--- src/rtl/drrip_pkg.sv ---
`default_nettype none
// ----------------------------------------------------------------------------
// drrip_pkg
// shared sizes, row layout and helper functions of the dead-block drrip
// replacement engine
// ----------------------------------------------------------------------------
package drrip_pkg;

    localparam int NUM_SETS       = 2048;
    localparam int NUM_WAYS       = 16;
    localparam int LEADER_SETS    = 64;
    localparam int SELECTOR_WIDTH = 10;
    localparam int DECAY_PERIOD   = 4096;

    localparam int SET_W = $clog2(NUM_SETS);
    localparam int WAY_W = $clog2(NUM_WAYS);
    localparam int ACC_W = $clog2(DECAY_PERIOD);
    localparam int SEL_W = SELECTOR_WIDTH;

    // beat field widths
    localparam int SET_FIELD_W = 11;
    localparam int WAY_FIELD_W = 4;
    localparam int VIC_FIELD_W = 4;
    localparam int IN_DATA_W   = 16;
    localparam int OUT_DATA_W  = 8;

    localparam logic KIND_QUERY  = 1'b0;
    localparam logic KIND_UPDATE = 1'b1;

    localparam logic [1:0] REREF_MAX = 2'd3;
    localparam logic [1:0] DEAD_SAT  = 2'd3;
    localparam logic [1:0] INS_NEAR  = 2'd2;
    localparam logic [1:0] INS_FAR   = 2'd3;

    localparam logic [SEL_W-1:0] SEL_MAX  = SEL_W'((1 << SELECTOR_WIDTH) - 1);
    localparam logic [SEL_W-1:0] SEL_HALF = SEL_W'(((1 << SELECTOR_WIDTH) - 1) / 2);

    localparam logic [ACC_W-1:0] ACC_LAST     = ACC_W'(DECAY_PERIOD - 1);
    localparam logic [ACC_W-1:0] BIMODAL_MASK = ACC_W'(32'h1F);

    localparam logic [SET_W-1:0] SET_LAST = SET_W'(NUM_SETS - 1);

    typedef logic [NUM_WAYS-1:0][1:0] ctr_vec_t;

    // one cache set per memory row
    typedef struct packed {
        ctr_vec_t dead;
        ctr_vec_t reref;
    } row_t;

    localparam int ROW_W = $bits(row_t);

    // per-item control handed to the row modify logic
    typedef struct packed {
        logic             query;
        logic             hit;
        logic             way_ok;
        logic [WAY_W-1:0] way;
        logic [1:0]       ins;
    } upd_ctrl_t;

    function automatic row_t row_init();
        row_t r;
        for (int w = 0; w < NUM_WAYS; w++)
        begin
            r.reref[w] = REREF_MAX;
            r.dead[w]  = 2'd0;
        end
        return r;
    endfunction

    function automatic row_t row_decay(input row_t r_in);
        row_t r;
        r = r_in;
        for (int w = 0; w < NUM_WAYS; w++)
        begin
            if (r_in.dead[w] != 2'd0)
                r.dead[w] = r_in.dead[w] - 2'd1;
        end
        return r;
    endfunction

    // lowest set bit, zero when none
    function automatic logic [WAY_W-1:0] first_one(input logic [NUM_WAYS-1:0] v);
        logic [WAY_W-1:0] idx;
        idx = '0;
        for (int w = NUM_WAYS - 1; w >= 0; w--)
        begin
            if (v[w])
                idx = WAY_W'(w);
        end
        return idx;
    endfunction

endpackage
`default_nettype wire

--- src/rtl/drrip_row_update.sv ---
`default_nettype none
// ----------------------------------------------------------------------------
// drrip_row_update
// modify step of one set row: victim search with aging, or hit / miss update
// ----------------------------------------------------------------------------
module drrip_row_update import drrip_pkg::*; (
    input  row_t             row_in,
    input  upd_ctrl_t        ctrl,
    output row_t             row_out,
    output logic [WAY_W-1:0] victim
);

    logic [NUM_WAYS-1:0] dead_full;
    logic [NUM_WAYS-1:0] reref_full;
    logic [NUM_WAYS-1:0] aged_full;
    ctr_vec_t            aged;

    always_comb
    begin
        for (int w = 0; w < NUM_WAYS; w++)
        begin
            dead_full[w]  = (row_in.dead[w] == DEAD_SAT);
            reref_full[w] = (row_in.reref[w] == REREF_MAX);
            aged[w]       = reref_full[w] ? REREF_MAX : row_in.reref[w] + 2'd1;
            aged_full[w]  = (aged[w] == REREF_MAX);
        end
    end

    always_comb
    begin
        row_out = row_in;
        victim  = '0;
        if (ctrl.query)
        begin
            if (|dead_full)
                victim = first_one(dead_full);
            else if (|reref_full)
                victim = first_one(reref_full);
            else
            begin
                // age the whole set once, then search again
                row_out.reref = aged;
                victim        = first_one(aged_full);
            end
        end
        else if (ctrl.way_ok)
        begin
            if (ctrl.hit)
            begin
                row_out.reref[ctrl.way] = 2'd0;
                row_out.dead[ctrl.way]  = 2'd0;
            end
            else
            begin
                if (row_in.dead[ctrl.way] != DEAD_SAT)
                    row_out.dead[ctrl.way] = row_in.dead[ctrl.way] + 2'd1;
                row_out.reref[ctrl.way] = ctrl.ins;
            end
        end
    end

endmodule
`default_nettype wire

--- config.mk ---
export PLATFORM = sky130hd
export DESIGN_NAME = drrip_row_update
export DESIGN_NICKNAME = d
export VERILOG_FILES = /design/src/rtl/drrip_pkg.sv /design/src/rtl/drrip_row_update.sv
export SDC_FILE = /design/constraint.sdc
export NUM_CORES = 1
export LEC_CHECK = 0
export ABC_AREA = 1
export BUFFER_PORTS_ARGS = -buffer_cell sky130_fd_sc_hd__buf_4
export CAP_MARGIN = 30
export CELL_PAD_IN_SITES_DETAIL_PLACEMENT = 2
export CELL_PAD_IN_SITES_GLOBAL_PLACEMENT = 2
export CORE_UTILIZATION = 21
export DETAILED_ROUTE_END_ITERATION = 16
export PLACE_DENSITY_LB_ADDON = 0.1
export RECOVER_POWER = 50
export SYNTH_ARGS = -nofsm -noshare
export SYNTH_HDL_FRONTEND = slang
export SYNTH_SLANG_ARGS = --single-unit
--- constraint.sdc ---
create_clock -name vclk -period 3.28
set_input_delay 0.164 -clock vclk [all_inputs]
set_output_delay 0.164 -clock vclk [all_outputs]
set_load 0.01 [all_outputs]
==> impl_metrics.yaml, run 1 <==
run_status:
  status: "completed"
final_layout:
  n_antenna_cell: 0
  drive_above_1_share_pct: 21.9
  nFillCells: 1695
  seq_area_um2: 0
  nClkBuffers: 0
  area_delta_synth_final_pct: 38.9
  nFlopsAndLatches: 0
  layout.nets: 775
  multiInputGateArea_um2: 2400
  final_cell_area_um2: 3890
setup_path:
  critPathArrivalTime_ps: 2770
  endpoint_kind: "primary output"
  critPathMostFrequentCell: "buf_4"
  slowest_stage: "or4_1"
  cpPeakStageDelay_ps: 530
  cp-start-kind: "input pin"
  cp-startpoint: "ctrl[3]"
  crit_path_cell_trace: "buf_4 -> nand2_2 -> inv_1 -> a22oi_1 -> a21oi_1 -> or4_1 -> ha_1 -> buf_4 -> nor3_1 -> nand2_1 -> a221oi_1 -> o21ai_0 -> o21ai_0 -> buf_4"
  path_max_fanout: 8
  required_ps: 3120
  worstSetupPathType: "in2out"
yosys:
  yosysSeqAreaShare_pct: 0
  synth.distinct_cells: 37
  synthCells: 572
  synth-compound-area-share_pct: 44.6
  syn_nets: 646
  synthSimpleGateAreaFrac_pct: 41.2
  synth_fa_ha_area_share_pct: 0.447
  yosys.area_share.xor_xnor_pct: 0.313
  synth_warnings: 0
  synth_top_area_cell: "nand2_1"
  synth_commonest_cells: "148 x nand2_1, 66 x a21oi_1, 61 x nor2_1"
  yosysTopAreaCellShare_pct: 19.8
  syn_avg_cell_area_um2: 4.90
  synth_top_family_by_area: "compound AO/OA/AOI/OAI gates"
  synthTopCellsByArea: "nand2_1 20%, a21oi_1 12%, o21ai_0 11%, nor2_1 8.2%, inv_1 7.8%"
  synthMuxAreaShare_pct: 0
  syn_area_um2: 2800
  synth_most_common_cell: "nand2_1"
power:
  irDropWorstVdd_mv: 0.0564
  power_leakage_nw: 1.77
  p_per_area_nw_per_um2: 149
floorplanning:
  die_area_um2: 13800
  start_util_pct: 21.8
  ios: 141
  chipHeight_um: 118
  core_area_um2: 12800
  row_count: 41
  dieWidth_um: 118
global_routing:
  antenna_found_initial: 0
  overflow: 0
  grt_max_degree: 34
  grt_pass1_vias: 4963
  grt_usage_pct: 23.7
  grt_pass1_wl_um: 26700
timing:
  fin_crit_sh_pct: 89.4
  slew_headroom_pct: 7.96
  tightestPinTransition_ps: 1380
  grt_setup_unrepaired: "false"
  hold_violations: 0
  max_freq_mhz: 341
  fin_crit_ps: 2930
  slew_violations: 0
  fin_tns_setup_ps: 0
  setup_violations: 0
routing:
  vias_per_cell: 5.31
  remaining_drc_errors: 0
  drt_iter0_drc: 186
  drt_pass1_iterations: 4
  vias: 4625
  ant_nets: 0
  drt_wl_total_um: 16800
  wl_per_cell_um: 19.3
worst_hold_path:
  hp-class: "in2out"
  worstHoldStart: "row_in[0]"
placement:
  place_area_um2: 4030
  dpl.hpwl_um: 14000
  place_congestion: 0.852
  numPortBuffers: 141
run:
  maxCapViolations: 0
clock_tree:
  cts-resized-gates: 0
  cts_setup_buffers: 0
  cts_hold_buf: 0
==> cells by family (layout without fill, tap and decap cells) <==
kind of cell,after synthesis,after routing
fa+ha+maj,1,1
compound gates,209,209
simple gates,271,271
xor+xnor,1,1
buf+inv,90,217
==> final timing paths <==
check | slack, ps | depth (start not counted) | end
setup / recovery | 350 | 14 | row_out[36]
hold / removal | 670 | 3 | row_out[0]
==> stage by stage <==
| stage | std cells | setup slack [ps] | util (%) | power (mW) | hold WS [ps] |
|---|---|---|---|---|---|
| floorplan | 572 | 789 | - | 0.298 | 422 |
| global placement | 871 | 437 | 31.4 | 0.592 | 667 |
| detailed placement | 871 | 364 | 31.4 | 0.608 | 667 |
| CTS | 871 | 354 | 31.4 | 0.610 | 667 |
| global route | 871 | 80.9 | 30.3 | 0.634 | 677 |
| finish | 871 | 349 | 30.3 | 0.580 | 667 |
==> layout make-up <==
| class | instances | share of cell area, % |
|---|---|---|
| well taps | 172 | 5.53 |
| inverters | 66 | 6.50 |
| multi-input cells | 482 | 61.8 |
| repair buffers | 151 | 26.2 |
==> routing by layer <==
| layer | GRT usage, % | part of all wire, % | routed length (µm) | vias to the layer above |
|---|---|---|---|---|
| met3 | 1.74 | 3.4 | 567 | 20 |
| met5 | 0 | 0 | 0 | - |
| met4 | 4.89 | 1.8 | 296 | 0 |
| met2 | 44.5 | 51 | 8540 | 110 |
| met1 | 29.2 | 44 | 7420 | 2258 |
| li1 | - | - | - | 2237 |
==> worst max-delay path: cells and delay by family <==
kind                     cells  cell delay [ps]
AO/OA/AOI/OAI                5              740
adder cells (fa/ha/maj)      1              320
buffers and inverters        4              580
AND/OR/NAND/NOR              4              950
==> placed cells by master, fill, tap and decap left out, types with 3 or more instances in the layout <==
master       n
nand2_1    148
buf_4      120
a21oi_1     66
nor2_1      61
o21ai_0     60
inv_1       58
clkbuf_1    31
nor3_1      27
a31oi_1     20
o21ai_1     13
nand3_1     12
a22oi_1     11
nor2_2      11
o22ai_1      8
o221ai_1     8
nand2_2      5
inv_2        5
a22oi_2      5
a221oi_1     4
o2111ai_1    3
==> report_power, final <==
part / internal, mW / switching (mW)
Sequential: 0 / 0
Combinational: 0.219 / 0.361
Clock: 0 / 0
Total: 0.219 / 0.361
(Power assumes the default switching activity.)
==> inputs of run 2 (changes only) <==
--- a/config.mk
+++ b/config.mk
@@ -5,12 +5,11 @@
 export SDC_FILE = /design/constraint.sdc
 export NUM_CORES = 1
 export LEC_CHECK = 0
-export ABC_AREA = 1
 export BUFFER_PORTS_ARGS = -buffer_cell sky130_fd_sc_hd__buf_4
 export CAP_MARGIN = 30
 export CELL_PAD_IN_SITES_DETAIL_PLACEMENT = 2
 export CELL_PAD_IN_SITES_GLOBAL_PLACEMENT = 2
-export CORE_UTILIZATION = 21
+export CORE_UTILIZATION = 23
 export DETAILED_ROUTE_END_ITERATION = 16
 export PLACE_DENSITY_LB_ADDON = 0.1
 export RECOVER_POWER = 50
==> constraint.sdc (replaced) <==
create_clock -name vclk -period 3.35
set_input_delay 0.1675 -clock vclk [all_inputs]
set_output_delay 0.1675 -clock vclk [all_outputs]
set_load 0.01 [all_outputs]
==> run 2 against run 1 <==
Compared with the run above: global-route usage down 1.0 points; synthesized cell count shrank 28%; core utilization grew 2.4 points; die area fell by 16%; area after synthesis is 8.7% lower.
==> impl_metrics.yaml, run 2 <==
run_status:
  status: "completed"
timing:
  hold_violations: 0
  fin_crit_sh_pct: 91.5
  max_freq_mhz: 326
  grt_setup_unrepaired: "false"
  fin_tns_setup_ps: 0
  setup_violations: 0
  slew_violations: 0
  slew_headroom_pct: 28.0
  tightestPinTransition_ps: 1080
  fin_crit_ps: 3060
floorplanning:
  dieWidth_um: 107
  row_count: 38
  ios: 141
  start_util_pct: 23.6
  die_area_um2: 11500
  core_area_um2: 10800
  chipHeight_um: 107
routing:
  remaining_drc_errors: 0
  wl_per_cell_um: 20.4
  drt_pass1_iterations: 5
  vias: 3902
  vias_per_cell: 5.88
  drt_iter0_drc: 193
  drt_wl_total_um: 13500
  ant_nets: 0
setup_path:
  critPathMostFrequentCell: "buf_4"
  path_max_fanout: 22
  worstSetupPathType: "in2out"
  endpoint_kind: "primary output"
  crit_family: "multiplexers"
  cpPeakStageDelay_ps: 600
  slowest_stage: "mux4_1"
  cp-start-kind: "input pin"
  required_ps: 3180
  crit_path_cell_trace: "buf_4 -> mux4_1 -> mux4_2 -> ha_1 -> nor3b_2 -> buf_4 -> a21oi_1 -> a21oi_1 -> buf_4"
  cp-startpoint: "ctrl[2]"
  cp_num_buf_inv: 3
  critPathArrivalTime_ps: 2900
yosys:
  syn_avg_cell_area_um2: 6.24
  syn_area_um2: 2560
  yosysTopAreaCellShare_pct: 13.5
  synthCells: 410
  synth_most_common_cell: "a21oi_1"
  synth_commonest_cells: "69 x a21oi_1, 47 x nand2_1, 36 x nor2_1"
  synthTopCellsByArea: "a21oi_1 14%, a211oi_1 10%, nand2_1 6.9%, o21ai_0 6.8%, mux2i_1 6.3%"
  synth_top_area_cell: "a21oi_1"
  syn_nets: 484
  synth.distinct_cells: 47
  yosysSeqAreaShare_pct: 0
  synth_warnings: 0
final_layout:
  drive_above_1_share_pct: 23.5
  layout.nets: 600
  n_antenna_cell: 0
  seq_area_um2: 0
  area_delta_synth_final_pct: 38.8
  nClkBuffers: 0
  final_cell_area_um2: 3550
  final_cell_mix: "114 x buf_4, 69 x a21oi_1, 47 x nand2_1"
  final_common_cell: "buf_4"
  nFlopsAndLatches: 0
  final_util_pct: 32.7
power:
  clockPowerShare_pct: 0
  intPower_mw: 0.209
  power_leakage_nw: 1.37
  irDropWorstVdd_mv: 0.0487
  p_per_area_nw_per_um2: 139
  power_switching_mw: 0.283
  sw_frac_of_total_pct: 57.5
  p_total_mw: 0.493
  combinationalPowerShare_pct: 100.0
  seqPwrFrac_pct: 0
placement:
  place_area_um2: 3690
  numPortBuffers: 141
  place_congestion: 0.784
  dpl.hpwl_um: 10800
global_routing:
  grt_usage_pct: 22.6
  grt_pass1_vias: 3910
  grt_pass1_wl_um: 21200
  antenna_found_initial: 0
  grt_max_degree: 37
  overflow: 0
worst_hold_path:
  hp-class: "in2out"
  worstHoldStart: "row_in[38]"
run:
  maxCapViolations: 0
clock_tree:
  cts_setup_buffers: 0
  cts-resized-gates: 0
  cts_hold_buf: 0
==> run 2: kinds of logic after synthesis <==
| kind of cell | after synthesis | share of synthesized area (%) |
|---|---|---|
| buf+inv | 36 | 6.21 |
| compound gates | 194 | 46.8 |
| mux | 26 | 15.9 |
| fa+ha+maj | 1 | 0.489 |
| simple gates | 146 | 28.1 |
| xor+xnor | 7 | 2.40 |
==> run 2: layout make-up <==
class | count | area (µm²)
Multi-Input combinational cell | 374 | 2380
Timing Repair Buffer | 147 | 980
Fill cell | 1386 | 7290
Tap cell | 140 | 175
Inverter | 3 | 11.3
==> run 2: metal layers <==
metal	vias to the layer above	GRT usage [%]	routed length, µm
li1	1830	-	-
met4	0	0.685	24
met1	1958	29.2	5950
met3	2	0.969	553
met2	112	43.4	7020
met5	-	0	0
==> run 2: worst paths after layout <==
path          end  slack [ps]  depth (start not counted)
max   row_out[41]         290                          9
min   row_out[38]         700                          4
==> run 2: stage by stage <==
stage	setup slack, ps	cells	hold WS [ps]
4_1_cts	281	664	700
3_5_place_dp	285	664	700
5_1_grt	116	664	728
2_1_floorplan	625	410	477
6_report	285	664	699
3_3_place_gp	393	664	692
==> run 2: power by group through the flow <==
stage          registers, mW  logic (mW)  clock network, mW
3_5_place_dp               0       0.520                  0
6_report                   0       0.493                  0
5_1_grt                    0       0.536                  0
2_1_floorplan              0       0.252                  0
3_3_place_gp               0       0.503                  0
4_1_cts                    0       0.521                  0
